**src/rtl/core/package_deframer_md5_check_defines.svh**
```systemverilog
// Assertion macros shared by the deframer RTL.
`ifndef PACKAGE_DEFRAMER_MD5_CHECK_DEFINES_SVH
`define PACKAGE_DEFRAMER_MD5_CHECK_DEFINES_SVH

// Check a property at every rising edge outside reset.
`define PDM_ASSERT(lbl, prop, msg) \
  lbl: assert property (@(posedge clk) disable iff (!rst_n) (prop)) else $error(msg);

// Check a property at every rising edge, reset included.
`define PDM_ASSERT_ALWAYS(lbl, prop, msg) \
  lbl: assert property (@(posedge clk) (prop)) else $error(msg);

`endif

```
**src/rtl/core/pdm_pkg.sv**
```systemverilog
// Types, constants and MD5 tables for the package deframer.
package pdm_pkg;

  typedef enum logic [2:0] {PS_PACKAGE, PS_FILEHDR, PS_NAME, PS_DATA, PS_DONE} stage_t;
  typedef enum logic [1:0] {CT_READY, CT_FINAL, CT_CHECK} ctl_t;
  typedef enum logic [1:0] {MD_IDLE, MD_ROUND, MD_ADD} md_state_t;

  localparam logic [1:0] CLS_NAME  = 2'd0;
  localparam logic [1:0] CLS_DATA  = 2'd1;
  localparam logic [1:0] CLS_EMPTY = 2'd2;

  localparam logic [1:0] STS_BUSY     = 2'd0;
  localparam logic [1:0] STS_MATCH    = 2'd1;
  localparam logic [1:0] STS_MISMATCH = 2'd2;
  localparam logic [1:0] STS_BAD_HDR  = 2'd3;

  localparam logic [4:0]  PKG_HDR_BYTES    = 5'd8;
  localparam logic [4:0]  FILE_HDR_BYTES   = 5'd24;
  localparam logic [31:0] DEFAULT_HDR_SIZE = 32'd25;

  localparam logic [127:0] MD5_IV = {32'h10325476, 32'h98badcfe, 32'hefcdab89, 32'h67452301};

  typedef struct packed {
    logic       start;
    logic       byte_en;
    logic       final_en;
    logic [7:0] data;
  } md5_cmd_t;

  typedef struct packed {
    logic         busy;
    logic [127:0] digest;
  } md5_sts_t;

  function automatic logic [31:0] md5_k(input logic [5:0] i);
    logic [31:0] k;
    case (i)
      6'd0:  k = 32'hd76aa478;  6'd1:  k = 32'he8c7b756;  6'd2:  k = 32'h242070db;
      6'd3:  k = 32'hc1bdceee;  6'd4:  k = 32'hf57c0faf;  6'd5:  k = 32'h4787c62a;
      6'd6:  k = 32'ha8304613;  6'd7:  k = 32'hfd469501;  6'd8:  k = 32'h698098d8;
      6'd9:  k = 32'h8b44f7af;  6'd10: k = 32'hffff5bb1;  6'd11: k = 32'h895cd7be;
      6'd12: k = 32'h6b901122;  6'd13: k = 32'hfd987193;  6'd14: k = 32'ha679438e;
      6'd15: k = 32'h49b40821;  6'd16: k = 32'hf61e2562;  6'd17: k = 32'hc040b340;
      6'd18: k = 32'h265e5a51;  6'd19: k = 32'he9b6c7aa;  6'd20: k = 32'hd62f105d;
      6'd21: k = 32'h02441453;  6'd22: k = 32'hd8a1e681;  6'd23: k = 32'he7d3fbc8;
      6'd24: k = 32'h21e1cde6;  6'd25: k = 32'hc33707d6;  6'd26: k = 32'hf4d50d87;
      6'd27: k = 32'h455a14ed;  6'd28: k = 32'ha9e3e905;  6'd29: k = 32'hfcefa3f8;
      6'd30: k = 32'h676f02d9;  6'd31: k = 32'h8d2a4c8a;  6'd32: k = 32'hfffa3942;
      6'd33: k = 32'h8771f681;  6'd34: k = 32'h6d9d6122;  6'd35: k = 32'hfde5380c;
      6'd36: k = 32'ha4beea44;  6'd37: k = 32'h4bdecfa9;  6'd38: k = 32'hf6bb4b60;
      6'd39: k = 32'hbebfbc70;  6'd40: k = 32'h289b7ec6;  6'd41: k = 32'heaa127fa;
      6'd42: k = 32'hd4ef3085;  6'd43: k = 32'h04881d05;  6'd44: k = 32'hd9d4d039;
      6'd45: k = 32'he6db99e5;  6'd46: k = 32'h1fa27cf8;  6'd47: k = 32'hc4ac5665;
      6'd48: k = 32'hf4292244;  6'd49: k = 32'h432aff97;  6'd50: k = 32'hab9423a7;
      6'd51: k = 32'hfc93a039;  6'd52: k = 32'h655b59c3;  6'd53: k = 32'h8f0ccc92;
      6'd54: k = 32'hffeff47d;  6'd55: k = 32'h85845dd1;  6'd56: k = 32'h6fa87e4f;
      6'd57: k = 32'hfe2ce6e0;  6'd58: k = 32'ha3014314;  6'd59: k = 32'h4e0811a1;
      6'd60: k = 32'hf7537e82;  6'd61: k = 32'hbd3af235;  6'd62: k = 32'h2ad7d2bb;
      6'd63: k = 32'heb86d391;
      default: k = 32'h0;
    endcase
    return k;
  endfunction

  function automatic logic [4:0] md5_rot(input logic [3:0] i);
    logic [4:0] s;
    case (i)
      4'd0:  s = 5'd7;   4'd1:  s = 5'd12;  4'd2:  s = 5'd17;  4'd3:  s = 5'd22;
      4'd4:  s = 5'd5;   4'd5:  s = 5'd9;   4'd6:  s = 5'd14;  4'd7:  s = 5'd20;
      4'd8:  s = 5'd4;   4'd9:  s = 5'd11;  4'd10: s = 5'd16;  4'd11: s = 5'd23;
      4'd12: s = 5'd6;   4'd13: s = 5'd10;  4'd14: s = 5'd15;  4'd15: s = 5'd21;
      default: s = 5'd0;
    endcase
    return s;
  endfunction

endpackage

```
**src/rtl/core/package_deframer_md5_check.sv**
```systemverilog
// Top level of the package deframer with per-file MD5 check.
// Header, name and data bytes are taken whenever input is not stalled. Every 64th data
// byte of a file starts the shared MD5 round unit (one round per cycle) to compress the
// block before the next byte is taken. At the end of each file the unit pads and
// compresses the last block, plus one more when it is too full for the length, before
// the digest compare. Input is stalled while the round unit works or a result waits.
`include "package_deframer_md5_check_defines.svh"

module package_deframer_md5_check (
  input  logic        clk,
  input  logic        rst_n,
  input  logic        in_valid,
  output logic        in_stall,
  input  logic        in_begin_package,
  input  logic [7:0]  in_in_byte,
  output logic        out_valid,
  input  logic        out_stall,
  output logic [1:0]  out_byte_class,
  output logic [7:0]  out_out_byte,
  output logic [31:0] out_position_in_part,
  output logic [31:0] out_file_length,
  output logic [15:0] out_file_number,
  output logic        out_last_of_file,
  output logic [1:0]  out_status,
  output logic        out_package_done,
  output logic [31:0] out_bytes_consumed,
  output logic [31:0] out_package_total
);

  pdm_pkg::stage_t stage_r, stage_nxt;
  pdm_pkg::ctl_t   ctl_r, ctl_nxt;
  logic [4:0]   hc_r, hc_nxt;
  logic [15:0]  fl_r, fl_nxt, fn_r, fn_nxt;
  logic [31:0]  seen_r, seen_nxt, tot_r, tot_nxt, hs_r, hs_nxt, fs_r, fs_nxt;
  logic [31:0]  off_r, off_nxt;
  logic [127:0] exp_r, exp_nxt;
  logic         fin_r, fin_nxt, fail_r, fail_nxt;
  logic [1:0]   pcls_r, pcls_nxt;
  logic [7:0]   pbyte_r, pbyte_nxt;
  logic [31:0]  ppos_r, ppos_nxt;
  logic         out_valid_r, out_valid_nxt;
  logic [1:0]   ocls_r, ocls_nxt, osts_r, osts_nxt;
  logic [7:0]   obyte_r, obyte_nxt;
  logic [31:0]  opos_r, opos_nxt;
  logic [15:0]  ofn_r, ofn_nxt;
  logic         olast_r, olast_nxt;

  logic acc, slot_free, go_final, emit, match;
  logic [4:0] hc1;
  logic [3:0] dsel;
  logic [1:0] est;
  pdm_pkg::md5_cmd_t cmd;
  pdm_pkg::md5_sts_t md5_sts;

  pdm_md5_core u_md5 (.clk(clk), .rst_n(rst_n), .cmd(cmd), .sts(md5_sts));

  assign slot_free = !out_valid_r || !out_stall;
  assign in_stall  = (ctl_r != pdm_pkg::CT_READY) || md5_sts.busy || !slot_free;
  assign acc       = in_valid && !in_stall;
  assign match     = (md5_sts.digest == exp_r);

  always_comb begin
    ctl_nxt = ctl_r;
    case (ctl_r)
      pdm_pkg::CT_READY: if (go_final) ctl_nxt = pdm_pkg::CT_FINAL;
      pdm_pkg::CT_FINAL: if (!md5_sts.busy) ctl_nxt = pdm_pkg::CT_CHECK;
      pdm_pkg::CT_CHECK: if (!md5_sts.busy && slot_free) ctl_nxt = pdm_pkg::CT_READY;
      default: ctl_nxt = pdm_pkg::CT_READY;
    endcase
  end

  always_comb begin
    stage_nxt = stage_r; hc_nxt = hc_r; fl_nxt = fl_r; fn_nxt = fn_r;
    seen_nxt = seen_r; tot_nxt = tot_r; hs_nxt = hs_r; fs_nxt = fs_r;
    off_nxt = off_r; exp_nxt = exp_r; fin_nxt = fin_r; fail_nxt = fail_r;
    pcls_nxt = pcls_r; pbyte_nxt = pbyte_r; ppos_nxt = ppos_r;
    ocls_nxt = ocls_r; obyte_nxt = obyte_r; opos_nxt = opos_r; ofn_nxt = ofn_r;
    olast_nxt = olast_r; osts_nxt = osts_r;
    go_final = 1'b0; emit = 1'b0;
    cmd = '0;
    cmd.data = in_in_byte;
    hc1 = 5'd0; dsel = 4'd0; est = pdm_pkg::STS_MATCH;
    if (acc) begin
      if (in_begin_package) begin
        stage_nxt = pdm_pkg::PS_PACKAGE; hc_nxt = 5'd0; fl_nxt = 16'd0; fn_nxt = 16'd0;
        seen_nxt = 32'd0; tot_nxt = 32'd0; hs_nxt = pdm_pkg::DEFAULT_HDR_SIZE;
        fs_nxt = 32'd0; exp_nxt = 128'd0; off_nxt = 32'd0; fin_nxt = 1'b0; fail_nxt = 1'b0;
        cmd.start = 1'b1;
      end
      if (!(fin_nxt || fail_nxt)) begin
        seen_nxt = seen_nxt + 32'd1;
        hc1 = hc_nxt + 5'd1;
        case (stage_nxt)
          pdm_pkg::PS_PACKAGE: begin
            if (hc_nxt < 5'd2) fl_nxt[{hc_nxt[0], 3'b000} +: 8] = in_in_byte;
            else if (hc_nxt >= 5'd4) tot_nxt[{hc_nxt[1:0], 3'b000} +: 8] = in_in_byte;
            hc_nxt = hc1;
            if (hc1 >= pdm_pkg::PKG_HDR_BYTES) begin
              hc_nxt = 5'd0;
              if (fl_nxt == 16'd0) begin
                fin_nxt = 1'b1;
                stage_nxt = pdm_pkg::PS_DONE;
              end else begin
                stage_nxt = pdm_pkg::PS_FILEHDR;
              end
            end
          end
          pdm_pkg::PS_FILEHDR: begin
            if (hc_nxt < 5'd4) begin
              if (hc_nxt == 5'd0) hs_nxt = 32'(in_in_byte);
              else hs_nxt[{hc_nxt[1:0], 3'b000} +: 8] = in_in_byte;
            end else if (hc_nxt < 5'd8) begin
              if (hc_nxt == 5'd4) fs_nxt = 32'(in_in_byte);
              else fs_nxt[{hc_nxt[1:0], 3'b000} +: 8] = in_in_byte;
            end else begin
              dsel = 4'(hc_nxt - 5'd8);
              exp_nxt[{dsel, 3'b000} +: 8] = in_in_byte;
            end
            hc_nxt = hc1;
            if (hc1 >= pdm_pkg::FILE_HDR_BYTES) begin
              hc_nxt = 5'd0;
              off_nxt = 32'd0;
              cmd.start = 1'b1;
              if (hs_nxt < 32'(pdm_pkg::FILE_HDR_BYTES)) begin
                fail_nxt = 1'b1;
                stage_nxt = pdm_pkg::PS_DONE;
                emit = 1'b1;
                ocls_nxt = pdm_pkg::CLS_EMPTY; obyte_nxt = 8'd0; opos_nxt = 32'd0;
                ofn_nxt = fn_nxt; olast_nxt = 1'b1; osts_nxt = pdm_pkg::STS_BAD_HDR;
              end else if (hs_nxt == 32'(pdm_pkg::FILE_HDR_BYTES)) begin
                stage_nxt = pdm_pkg::PS_DATA;
                if (fs_nxt == 32'd0) begin
                  go_final = 1'b1;
                  pcls_nxt = pdm_pkg::CLS_EMPTY; pbyte_nxt = 8'd0; ppos_nxt = 32'd0;
                end
              end else begin
                stage_nxt = pdm_pkg::PS_NAME;
              end
            end
          end
          pdm_pkg::PS_NAME: begin
            ppos_nxt = off_nxt;
            off_nxt = off_nxt + 32'd1;
            if (off_nxt == hs_nxt - 32'(pdm_pkg::FILE_HDR_BYTES)) begin
              off_nxt = 32'd0;
              stage_nxt = pdm_pkg::PS_DATA;
              if (fs_nxt == 32'd0) begin
                go_final = 1'b1;
                pcls_nxt = pdm_pkg::CLS_NAME; pbyte_nxt = in_in_byte;
              end
            end
            if (!go_final) begin
              emit = 1'b1;
              ocls_nxt = pdm_pkg::CLS_NAME; obyte_nxt = in_in_byte; opos_nxt = ppos_nxt;
              ofn_nxt = fn_nxt; olast_nxt = 1'b0; osts_nxt = pdm_pkg::STS_BUSY;
            end
          end
          pdm_pkg::PS_DATA: begin
            cmd.byte_en = 1'b1;
            ppos_nxt = off_nxt;
            off_nxt = off_nxt + 32'd1;
            if (off_nxt == fs_nxt) begin
              go_final = 1'b1;
              pcls_nxt = pdm_pkg::CLS_DATA; pbyte_nxt = in_in_byte;
            end else begin
              emit = 1'b1;
              ocls_nxt = pdm_pkg::CLS_DATA; obyte_nxt = in_in_byte; opos_nxt = ppos_nxt;
              ofn_nxt = fn_nxt; olast_nxt = 1'b0; osts_nxt = pdm_pkg::STS_BUSY;
            end
          end
          default: ;
        endcase
      end
    end else if (ctl_r == pdm_pkg::CT_FINAL) begin
      cmd.final_en = !md5_sts.busy;
    end else if (ctl_r == pdm_pkg::CT_CHECK && !md5_sts.busy && slot_free) begin
      // close the file: compare, count down, move on
      est = match ? pdm_pkg::STS_MATCH : pdm_pkg::STS_MISMATCH;
      fl_nxt = fl_r - 16'd1;
      fn_nxt = fn_r + 16'd1;
      if (fl_nxt == 16'd0) fin_nxt = 1'b1;
      if (!match) fail_nxt = 1'b1;
      hc_nxt = 5'd0;
      off_nxt = 32'd0;
      hs_nxt = pdm_pkg::DEFAULT_HDR_SIZE;
      stage_nxt = (fin_nxt || fail_nxt) ? pdm_pkg::PS_DONE : pdm_pkg::PS_FILEHDR;
      emit = 1'b1;
      ocls_nxt = pcls_r; obyte_nxt = pbyte_r; opos_nxt = ppos_r;
      ofn_nxt = fn_r; olast_nxt = 1'b1; osts_nxt = est;
    end
    out_valid_nxt = emit || (out_valid_r && out_stall);
  end

  always_ff @(posedge clk) begin
    if (!rst_n) begin
      stage_r <= pdm_pkg::PS_PACKAGE; ctl_r <= pdm_pkg::CT_READY;
      hc_r <= 5'd0; fl_r <= 16'd0; fn_r <= 16'd0; seen_r <= 32'd0; tot_r <= 32'd0;
      hs_r <= pdm_pkg::DEFAULT_HDR_SIZE; fs_r <= 32'd0; off_r <= 32'd0; exp_r <= 128'd0;
      fin_r <= 1'b0; fail_r <= 1'b0; out_valid_r <= 1'b0;
    end else begin
      stage_r <= stage_nxt; ctl_r <= ctl_nxt;
      hc_r <= hc_nxt; fl_r <= fl_nxt; fn_r <= fn_nxt; seen_r <= seen_nxt; tot_r <= tot_nxt;
      hs_r <= hs_nxt; fs_r <= fs_nxt; off_r <= off_nxt; exp_r <= exp_nxt;
      fin_r <= fin_nxt; fail_r <= fail_nxt; out_valid_r <= out_valid_nxt;
    end
  end

  // payload holds while stalled: only written on emit
  always_ff @(posedge clk) begin
    pcls_r <= pcls_nxt; pbyte_r <= pbyte_nxt; ppos_r <= ppos_nxt;
    if (emit) begin
      ocls_r <= ocls_nxt; obyte_r <= obyte_nxt; opos_r <= opos_nxt; ofn_r <= ofn_nxt;
      olast_r <= olast_nxt; osts_r <= osts_nxt;
    end
  end

  logic [31:0] ofs_r, oseen_r, otot_r;
  logic        odone_r;
  always_ff @(posedge clk) begin
    if (emit) begin
      ofs_r <= fs_nxt; oseen_r <= seen_nxt; otot_r <= tot_nxt; odone_r <= fin_nxt || fail_nxt;
    end
  end

  assign out_valid            = out_valid_r;
  assign out_byte_class       = ocls_r;
  assign out_out_byte         = obyte_r;
  assign out_position_in_part = opos_r;
  assign out_file_length      = ofs_r;
  assign out_file_number      = ofn_r;
  assign out_last_of_file     = olast_r;
  assign out_status           = osts_r;
  assign out_package_done     = odone_r;
  assign out_bytes_consumed   = oseen_r;
  assign out_package_total    = otot_r;

  `PDM_ASSERT(a_check_emits, (ctl_r == pdm_pkg::CT_CHECK && !md5_sts.busy && slot_free) |=> (out_valid_r && out_last_of_file), "file end gave no result")
  `PDM_ASSERT(a_status_last, (out_valid_r && out_status != pdm_pkg::STS_BUSY) |-> out_last_of_file, "final status without end of file")
  `PDM_ASSERT(a_stall_busy, (ctl_r != pdm_pkg::CT_READY || md5_sts.busy) |-> in_stall, "input taken while hashing")

endmodule

```
**src/rtl/core/pdm_md5_core.sv**
```systemverilog
// Iterative MD5 engine: one round per cycle over a buffered 64-byte block.
`include "package_deframer_md5_check_defines.svh"

module pdm_md5_core (
  input  logic              clk,
  input  logic              rst_n,
  input  pdm_pkg::md5_cmd_t cmd,
  output pdm_pkg::md5_sts_t sts
);

  pdm_pkg::md_state_t state_r, state_nxt;
  logic [127:0] chain_r;
  logic [63:0]  count_r;
  logic [511:0] block_r;
  logic [511:0] padded;
  logic [31:0]  a_r, b_r, c_r, d_r;
  logic [5:0]   rnd_r;
  logic         second_r;
  logic [5:0]   idx;
  logic [31:0]  f, m, t, rot, round_b;
  logic [3:0]   g, ii;
  logic [63:0]  wide;
  logic [127:0] sum;

  assign idx = count_r[8:3];
  assign sts.busy = (state_r != pdm_pkg::MD_IDLE);
  assign sts.digest = chain_r;

  // round function
  always_comb begin
    ii = rnd_r[3:0];
    case (rnd_r[5:4])
      2'd0: begin f = (b_r & c_r) | (~b_r & d_r); g = ii; end
      2'd1: begin f = (d_r & b_r) | (~d_r & c_r); g = 4'(ii * 4'd5 + 4'd1); end
      2'd2: begin f = b_r ^ c_r ^ d_r; g = 4'(ii * 4'd3 + 4'd5); end
      default: begin f = c_r ^ (b_r | ~d_r); g = 4'(ii * 4'd7); end
    endcase
    m = block_r[{g, 5'b00000} +: 32];
    t = a_r + f + pdm_pkg::md5_k(rnd_r) + m;
    wide = {t, t} << pdm_pkg::md5_rot({rnd_r[5:4], rnd_r[1:0]});
    rot = wide[63:32];
    round_b = b_r + rot;
    sum = {chain_r[127:96] + d_r, chain_r[95:64] + c_r, chain_r[63:32] + b_r,
           chain_r[31:0] + a_r};
  end

  // pad the current block: marker byte, zeros, and the length when it fits
  always_comb begin
    for (int j = 0; j < 64; j++) begin
      if (6'(j) == idx) padded[8*j +: 8] = 8'h80;
      else if (6'(j) > idx) padded[8*j +: 8] = 8'h00;
      else padded[8*j +: 8] = block_r[8*j +: 8];
    end
    if (idx <= 6'd55) padded[511:448] = count_r;
  end

  always_comb begin
    state_nxt = state_r;
    case (state_r)
      pdm_pkg::MD_IDLE: begin
        if ((cmd.byte_en && idx == 6'd63) || cmd.final_en) state_nxt = pdm_pkg::MD_ROUND;
      end
      pdm_pkg::MD_ROUND: begin
        if (rnd_r == 6'd63) state_nxt = pdm_pkg::MD_ADD;
      end
      pdm_pkg::MD_ADD: begin
        state_nxt = second_r ? pdm_pkg::MD_ROUND : pdm_pkg::MD_IDLE;
      end
      default: state_nxt = pdm_pkg::MD_IDLE;
    endcase
  end

  always_ff @(posedge clk) begin
    if (!rst_n) begin
      state_r  <= pdm_pkg::MD_IDLE;
      chain_r  <= pdm_pkg::MD5_IV;
      count_r  <= 64'd0;
      second_r <= 1'b0;
      rnd_r    <= 6'd0;
    end else begin
      state_r <= state_nxt;
      case (state_r)
        pdm_pkg::MD_IDLE: begin
          if (cmd.start) begin
            chain_r <= pdm_pkg::MD5_IV;
            count_r <= 64'd0;
          end else if (cmd.byte_en) begin
            block_r[{idx, 3'b000} +: 8] <= cmd.data;
            count_r <= count_r + 64'd8;
            {d_r, c_r, b_r, a_r} <= chain_r;
            rnd_r <= 6'd0;
          end else if (cmd.final_en) begin
            block_r  <= padded;
            second_r <= (idx > 6'd55);
            {d_r, c_r, b_r, a_r} <= chain_r;
            rnd_r <= 6'd0;
          end
        end
        pdm_pkg::MD_ROUND: begin
          a_r <= d_r;
          b_r <= round_b;
          c_r <= b_r;
          d_r <= c_r;
          rnd_r <= rnd_r + 6'd1;
        end
        pdm_pkg::MD_ADD: begin
          chain_r <= sum;
          {d_r, c_r, b_r, a_r} <= sum;
          rnd_r <= 6'd0;
          if (second_r) begin
            block_r  <= {count_r, 448'd0};
            second_r <= 1'b0;
          end
        end
        default: ;
      endcase
    end
  end

  `PDM_ASSERT(a_round_end, (state_r == pdm_pkg::MD_ROUND && rnd_r == 6'd63) |=> (state_r == pdm_pkg::MD_ADD), "round 63 not followed by add")
  `PDM_ASSERT(a_byte_idle, cmd.byte_en |-> (state_r == pdm_pkg::MD_IDLE), "byte written while hashing")
  `PDM_ASSERT(a_final_idle, cmd.final_en |-> (state_r == pdm_pkg::MD_IDLE && !cmd.start), "final issued while busy")

endmodule

```
**config.mk**
```make
export PLATFORM = sky130hd
export DESIGN_NAME = package_deframer_md5_check
export DESIGN_NICKNAME = d
export VERILOG_FILES = /design/src/rtl/core/pdm_pkg.sv /design/src/rtl/core/package_deframer_md5_check.sv /design/src/rtl/core/pdm_md5_core.sv
export VERILOG_INCLUDE_DIRS = /design/src /design/src/rtl/core
export SDC_FILE = /design/constraint.sdc
export NUM_CORES = 2
export LEC_CHECK = 0
export ABC_CLOCK_PERIOD_IN_PS = 12000
export BUFFER_PORTS_ARGS = -buffer_cell sky130_fd_sc_hd__clkbuf_2
export CAP_MARGIN = 20
export CORE_MARGIN = 2
export CORE_UTILIZATION = 35
export CTS_CLUSTER_SIZE = 10
export DETAILED_ROUTE_END_ITERATION = 8
export PLACE_DENSITY = 0.51
export REMOVE_ABC_BUFFERS = 1
export SLEW_MARGIN = 20
export SYNTH_ARGS = -nofsm -noshare
export SYNTH_HDL_FRONTEND = slang
export SYNTH_SLANG_ARGS = --single-unit
```
**constraint.sdc**
```tcl
create_clock -name clk -period 12 [get_ports clk]
set_input_delay 1.2 -clock clk [delete_from_list [all_inputs] [get_ports clk]]
set_output_delay 1.2 -clock clk [all_outputs]
set_load 0.02 [all_outputs]
```
Word level (Yosys, flattened, before mapping)
Memory sizes are Yosys's and may differ from the RTL's. A register that Yosys moved wholly into a read port is not among the register bits.
Index checks and enable logic that the tools add are counted.
{"block": "op_classes", "n_reduce_logical": 113, "n_lt_le_gt_ge": 73, "add_sub_neg": 23, "eq_ne": 168, "n_mux": 400, "n_shift": 10, "multipliers": 3, "div": 0, "bitwise": 13}
{"operator": "$mux 32", "count": 66}
{"operator": "$mux 512", "count": 4}
{"operator": "$mux 8", "count": 143}
{"operator": "$pmux 512 s2", "count": 1}
{"operator": "$mux 128", "count": 7}
{"operator": "$pmux 32 s3", "count": 7}
{"operator": "$bwmux 512", "count": 1}
{"operator": "$shift 8x11->512 const A", "count": 1}
{"operator": "$shiftx 512x10->32", "count": 1}
{"operator": "$shiftx 8x11->512", "count": 1}
{"operator": "$reduce_and 6->1", "count": 64}
{"operator": "$mux 16", "count": 23}
{"operator": "$add 32x32->32", "count": 8}
{"operator": "$pmux 128 s2", "count": 1}
{"operator": "$ne 4x1->1 const B", "count": 57}
{"operator": "$eq 6x6->1 const A", "count": 32}
{"operator": "$gt 6x6->1 const A", "count": 32}
{"operator": "$mux 64", "count": 3}
{"operator": "$and 32x32->32", "count": 4}
{"operator": "$bwmux 128", "count": 1}
{"operator": "$eq 128x128->1", "count": 1}
{"operator": "$shift 8x9->128 const A", "count": 1}
{"operator": "$shiftx 8x9->128", "count": 1}
{"operator": "$bwmux 32", "count": 3}
{"operator": "92 further kinds", "count": 340}
{"block": "totals", "ramBits": 0, "latchBits": 0, "memories": 2, "output_inout_bits": 160, "romBits": 2128, "register_bits": 1374, "inputBits": 13, "wordCells": 905}
{"memory": "(name not given)", "depth": 64, "width": 32, "rd": 1, "rd_ports_with_merged_regs": 1, "write_ports": 0, "line_no": "pdm_pkg.sv:37", "source": "case (i)"}
{"memory": "(name not given)", "depth": 16, "width": 5, "rd": 1, "rd_ports_with_merged_regs": 1, "write_ports": 0, "line_no": "pdm_pkg.sv:67", "source": "case (i)"}

Longest topological paths before layout
{"block": "depth", "depth_word": 26, "ltp_mapped": 46, "ltp_nobuf": 44}

By module
From an unflattened synthesis, not the netlist that was laid out.
{"block": "unflattened", "hier_cells": 9739, "area_unflattened_um2": 89452.0}
{"module": "pdm_md5_core", "seq_area_each_um2": 23922.9, "area_per_inst_um2": 61806.8, "cells_per_inst": 6690, "n_inst": 1}
{"module": "package_deframer_md5_check", "seq_area_each_um2": 12672.2, "area_per_inst_um2": 27645.3, "cells_per_inst": 3049, "n_inst": 1}

Worst setup path before layout
Ideal clock, no wire load.
{"block": "synth_timing", "path_kind": "input to register", "from": "input in_begin_package", "to": "register oseen_r[0] (netlist: out_bytes_consumed[0]), enable pin", "cell_stages": 27, "setup_time_ns": 0.610, "t_arrival_ns": 10.500, "setup_slack_ns": 0.890, "required_ns": 11.390, "path_cell_list": "buf_4 buf_6 buf_6 buf_2 buf_2 buf_2 buf_2 clkbuf_1 clkbuf_1 clkbuf_1 clkbuf_1 nor2b_1 ha_1 clkbuf_1 nand3b_1 nor4b_1 and3_1 buf_2 a31o_2 a21oi_1 mux2i_1 mux2i_1 o21ai_0 nand4_4 o21bai_1 nand2_1 a31oi_1"}
{"block": "synth_via", "elab_chain_cells": 16, "word_cells_on_any_way": 49, "cone_classes": "add/sub: 4; order compare: 3; eq/ne: 5; shift: 2; mux: 32; reduce/logical: 3"}
{"element": "start: declaration", "line_no": "package_deframer_md5_check.sv:14", "source": "input logic in_begin_package,"}
{"element": "$mux 5", "line_no": "package_deframer_md5_check.sv:84", "source": "if (in_begin_package) begin"}
{"element": "$mux 5", "line_no": "package_deframer_md5_check.sv:83", "source": "if (acc) begin"}
{"element": "$neg 5->7", "line_no": "package_deframer_md5_check.sv:111", "source": "else hs_nxt[{hc_nxt[1:0], 3'b000} +: 8] = in_in_byte;"}
{"element": "$shiftx 8x7->32 or $shift 8x7->32 (tied branches)", "line_no": "package_deframer_md5_check.sv:111"}
{"element": "$bwmux 32", "line_no": "package_deframer_md5_check.sv:111"}
{"element": "$mux 32", "line_no": "package_deframer_md5_check.sv:110", "source": "if (hc_nxt == 5'd0) hs_nxt = 32'(in_in_byte);"}
{"element": "$mux 32", "line_no": "package_deframer_md5_check.sv:109", "source": "if (hc_nxt < 5'd4) begin"}
{"element": "$mux 32", "line_no": "package_deframer_md5_check.sv:93", "source": "case (stage_nxt)"}
{"element": "$mux 32", "line_no": "package_deframer_md5_check.sv:90", "source": "if (!(fin_nxt || fail_nxt)) begin"}
{"element": "$mux 32", "line_no": "package_deframer_md5_check.sv:83"}
{"element": "$lt 32x5->1", "line_no": "package_deframer_md5_check.sv:124", "source": "if (hs_nxt < 32'(pdm_pkg::FILE_HDR_BYTES)) begin"}
{"element": "$mux 1", "line_no": "package_deframer_md5_check.sv:124"}
{"element": "$mux 1", "line_no": "package_deframer_md5_check.sv:120", "source": "if (hc1 >= pdm_pkg::FILE_HDR_BYTES) begin"}
{"element": "$pmux 1 s3", "line_no": "package_deframer_md5_check.sv:93"}
{"element": "$mux 1 (*)", "line_no": "package_deframer_md5_check.sv:90"}
{"element": "$mux 1 (*)", "line_no": "package_deframer_md5_check.sv:83"}
{"element": "named net emit", "line_no": "package_deframer_md5_check.sv:48", "source": "logic acc, slot_free, go_final, emit, match;"}
{"element": "end signal: assignment", "line_no": "package_deframer_md5_check.sv:221", "source": "ofs_r <= fs_nxt; oseen_r <= seen_nxt; otot_r <= tot_nxt; odone_r <= fin_nxt || fail_nxt;"}
{"element": "end: declaration", "line_no": "package_deframer_md5_check.sv:217", "source": "logic [31:0] ofs_r, oseen_r, otot_r;"}
The timed path passes the listed nets; every way through them passes the cells marked *. The select of a mux whose other input is x is not followed.
A chain may end at the register's enable or synchronous reset.

Worst setup path in the final report
{"block": "layout_timing", "from": "register u_md5.rnd_r[2]", "to": "register u_md5.b_r[31], data pin"}
{"block": "layout_via", "elab_chain_cells": 8, "word_cells_on_any_way": 11, "cone_classes": "add/sub: 4; mul: 3; shift: 2; mux: 2"}
{"element": "start: declaration", "line_no": "pdm_md5_core.sv:17", "source": "logic [5:0] rnd_r;"}
{"element": "start signal: assignment", "line_no": "pdm_md5_core.sv:104", "source": "rnd_r <= rnd_r + 6'd1;"}
{"element": "$mul 4x2->4 or $mul 4x3->4 (tied branches)", "line_no": "pdm_md5_core.sv:35, pdm_md5_core.sv:34"}
{"element": "$add 4x3->4 or $add 4x1->4 (tied branches)", "line_no": "pdm_md5_core.sv:35, pdm_md5_core.sv:34"}
{"element": "$pmux 4 s3 (*)", "line_no": "pdm_md5_core.sv:32", "source": "case (rnd_r[5:4])"}
{"element": "$shiftx 512x10->32 (*)", "line_no": "pdm_md5_core.sv:38", "source": "m = block_r[{g, 5'b00000} +: 32];"}
{"element": "$add 32x32->32 (*)", "line_no": "pdm_md5_core.sv:39", "source": "t = a_r + f + pdm_pkg::md5_k(rnd_r) + m;"}
{"element": "$shl 64x5->64 (*)", "line_no": "pdm_md5_core.sv:40", "source": "wide = {t, t} << pdm_pkg::md5_rot({rnd_r[5:4], rnd_r[1:0]});"}
{"element": "$add 32x32->32 (*)", "line_no": "pdm_md5_core.sv:42", "source": "round_b = b_r + rot;"}
{"element": "$pmux 32 s3 (*)", "line_no": "pdm_md5_core.sv:82", "source": "case (state_r)"}
{"element": "end signal: assignment", "line_no": "pdm_md5_core.sv:90", "source": "{d_r, c_r, b_r, a_r} <= chain_r;"}
{"element": "end signal: assignment", "line_no": "pdm_md5_core.sv:95", "source": "{d_r, c_r, b_r, a_r} <= chain_r;"}
{"element": "end signal: assignment", "line_no": "pdm_md5_core.sv:101", "source": "b_r <= round_b;"}
{"element": "end: declaration", "line_no": "pdm_md5_core.sv:16", "source": "logic [31:0] a_r, b_r, c_r, d_r;"}
Every way passes the cells marked *; elsewhere a longest branch is shown, timed or not.

==> impl_metrics.json <==
{
  "synthMuxAreaShare": 0.1014,
  "p_per_area_nw_per_um2": 132.3,
  "grt_usage": 0.2732,
  "cts_tree": "built",
  "layout.nets": 9872,
  "synthXorXnorAreaFrac": 0.05181,
  "ys.flop_type": "edfxtp_1",
  "setup_slack_ns": 0.6956,
  "dr.pass1.iters": 6,
  "synth.area.top_cells": "edfxtp_1 28%, dfxtp_1 13%, nor2_1 6.1%",
  "ir_drop_mv": 0.1355,
  "drt_iter0_markers": 10080,
  "met2_usage": 0.4103,
  "worstSkewPairLatency_ns": 0.85,
  "grt_util_met1": 0.3898,
  "grt_pass1_wl_um": 526300,
  "clockBufferDepth": 3,
  "async_flop_share": 0,
  "worstSetupStartpointType": "register",
  "io_pins": 173,
  "fin_util": 0.3924,
  "antenna_found_initial": 13,
  "ant_nets": 0,
  "ys_ff_latch": 1408,
  "max-cap-violations": 0,
  "netlist_instances": 9643,
  "synth_top_area_frac": 0.2842,
  "via_per_inst": 6.018,
  "core_area_sq_um": 251900,
  "vias": 78510,
  "rsz0062_at_grt": "no",
  "initial_core_util": 0.3524,
  "synth_warnings": 0,
  "dpl_worst_slack_ns": 0.4377,
  "synth-simple-area-share": 0.1735,
  "dieArea_sq_um": 257600,
  "drc": 0,
  "avgSynthCellArea_sq_um": 9.204,
  "crit_slowest_cell": "mux4_4",
  "synthesis.area_sq_um": 88760,
  "synth-adder-area-share": 0.05131,
  "synth-compound-area-share": 0.1695,
  "timing_worst_setup_path_type": "register to register",
  "drive_gt1_frac": 0.09955,
  "synth_edf_count": 840,
  "syn2layout_area_growth_pct": 11.34,
  "power_mw": 13.08,
  "synth_top_area_cell": "edfxtp_1",
  "final_hold_viol_count": 0,
  "max_stage_delay_ns": 0.83,
  "h-tree-depth": 4,
  "worstPathArrival_ns": 11.90,
  "outcome": "complete, no violations",
  "end_kind": "register",
  "slew-limit-headroom": 0.2054,
  "avgRoutedWirePerCell_um": 28.02,
  "final_cells": 13050,
  "setup_tns_ns": 0,
  "worst_ep_required_time_ns": 12.60,
  "grt_pass1_vias": 73620,
  "globalplace.congestion": 0.9632,
  "timing.fmax_ghz": 0.08846,
  "dieWidth_um": 507.6,
  "grt_busiest_layer": "met2",
  "clock_skew_ns": 0.04292,
  "setup_viol": 0,
  "finalCriticalPeriod_ns": 11.30,
  "path_max_fanout": 12,
  "synth_cell_types": 112,
  "slew_viol_final": 0,
  "numCtsBuffers": 173,
  "synth_top_family_by_area": "simple AND/OR/NAND/NOR gates",
  "post-route-period-util": 0.9420,
  "cts_root_buffer": "clkbuf_16",
  "fp.dieH_um": 507.6,
  "cp_common_cell": "o211ai_1",
  "timing.critical_path.buf_inv": 4,
  "synth-seq-area-share": 0.4123,
  "hpwl_um": 262500,
  "rows": 184,
  "numPlacedInstances": 12720,
  "p_leak_nw": 36.32,
  "grt_max_degree": 146,
  "cts.sinks": 1408,
  "tightest_slew_ns": 1.186,
  "grt_overflow_total": 0,
  "hp-class": "register to register",
  "totalWireLength_um": 365600,
  "use_met3": 0.04780,
  "clk_pin_slew_ns": 0.06,
  "port_buffers": 172,
  "critPathTopFamily": "compound AO/OA/AOI/OAI gates"
}
[tightest hold or removal path, cell delays in order (launching register included)]
cell and delay [ns]:
dfxtp_1 0.32, nand2_1 0.05, a21oi_1 0.05
[registers in the layout, indices dropped and copies added, names as in the netlist, 16 cells and up, named ones only]
signal / flops
u_md5.count_r: 61
u_md5.b_r: 32
out_position_in_part: 32
out_bytes_consumed: 32
tot_r: 32
u_md5.a_r: 32
u_md5.chain_r: 128
fn_r: 16
out_file_number: 16
off_r: 32
fs_r: 32
seen_r: 32
u_md5.block_r: 512
out_file_length: 32
exp_r: 128
ppos_r: 32
fl_r: 16
u_md5.c_r: 32
out_package_total: 32
hs_r: 32
u_md5.d_r: 32
[final cells by class]
type	count	area [sq um]
Multi-Input combinational cell	7313	48950
Clock buffer	283	4945
Tap cell	3348	4189
Antenna cell	3	7.507
Sequential cell	1408	36610
Inverter	277	1047
Fill cell	25110	153000
Timing Repair Buffer	377	2535
Clock inverter	36	546.8
[per-layer routing]
| layer | routed length (um) | vias up |
|---|---|---|
| met1 | 160200 | 38950 |
| met5 | 75 | - |
| met4 | 15470 | 12 |
| met2 | 158300 | 3906 |
| met3 | 31610 | 648 |
| li1 | - | 34990 |
[cells in the mapped netlist, types with 52 or more instances]
cell type / instances
and3_1: 62
xnor2_1: 287
nor2b_1: 76
edfxtp_1: 840
a31oi_1: 137
a221oi_1: 77
inv_1: 266
fa_1: 69
a22oi_1: 139
nand3_1: 213
mux4_2: 131
nor4_1: 69
nand2b_1: 60
nand2_1: 805
or3_1: 52
mux2_2: 85
a32oi_1: 59
o21ai_0: 423
dfxtp_1: 568
mux2i_1: 507
and2_1: 194
clkbuf_1: 540
a22o_1: 93
nand4_1: 77
xor2_1: 222
a211oi_1: 121
nor3_1: 236
nor2_1: 1445
ha_1: 240
a21o_1: 111
buf_1: 68
a21oi_1: 721
o22ai_1: 82
[power breakdown]
| part | leakage (nW) | internal, mW | switching, mW |
|---|---|---|---|
| combinational | 20.4 | 0.940 | 1.75 |
| sequential | 13.3 | 5.15 | 0.0594 |
| clock | 2.62 | 2.91 | 2.28 |
| total | 36.3 | 8.99 | 4.09 |
[path summary, 6_finish.rpt]
kind	startpoint	endpoint	slack, ns	depth (start not counted)
setup / recovery	u_md5.rnd_r[2]	u_md5.b_r[31]	0.70	40
setup reg to reg	u_md5.rnd_r[2]	u_md5.b_r[31]	0.70	40
hold / removal	exp_r[33]	exp_r[33]	0.47	2
hold reg to reg	exp_r[33]	exp_r[33]	0.47	2
[cell usage in the layout, fill, tap and decap left out, drive strengths merged, types with 76 or more instances in the layout]
master	count
o22ai	82
xnor2	289
a211oi	122
buf	215
edfxtp	840
a22oi	139
o21ai	435
a221oi	78
a31oi	137
nor2b	76
a21o	111
inv	278
xor2	223
a22o	93
and2	196
nand4	78
nand3	213
a21oi	722
clkbuf	445
ha	240
nor2	1448
mux2i	507
nand2	806
mux4	133
dfxtp	568
nor3	237
mux2	86
[stage by stage]
step | cell area (sq um) | hold slack, ns
floorplan | 86230 | 0.4395
global placement | 93190 | 0.4544
detailed placement | 93230 | 0.4574
CTS | 98720 | 0.4653
global route | 98820 | 0.4972
finish | 98830 | 0.4678
[kinds of logic after synthesis]
| group | Yosys count |
|---|---|
| AO/OA/AOI/OAI | 2331 |
| XOR/XNOR | 516 |
| multiplexers | 724 |
| adder cells (fa/ha/maj) | 326 |
| AND/OR/NAND/NOR | 3414 |
| buffers and inverters | 924 |
| flip-flops | 1408 |
[what timing repair did]
item,in CTS,in global routing
buffers inserted,0,0
endpoints found under the setup margin,0,10
hold buffers,0,0
gates resized for setup,0,6
(Power assumes the default switching activity.)
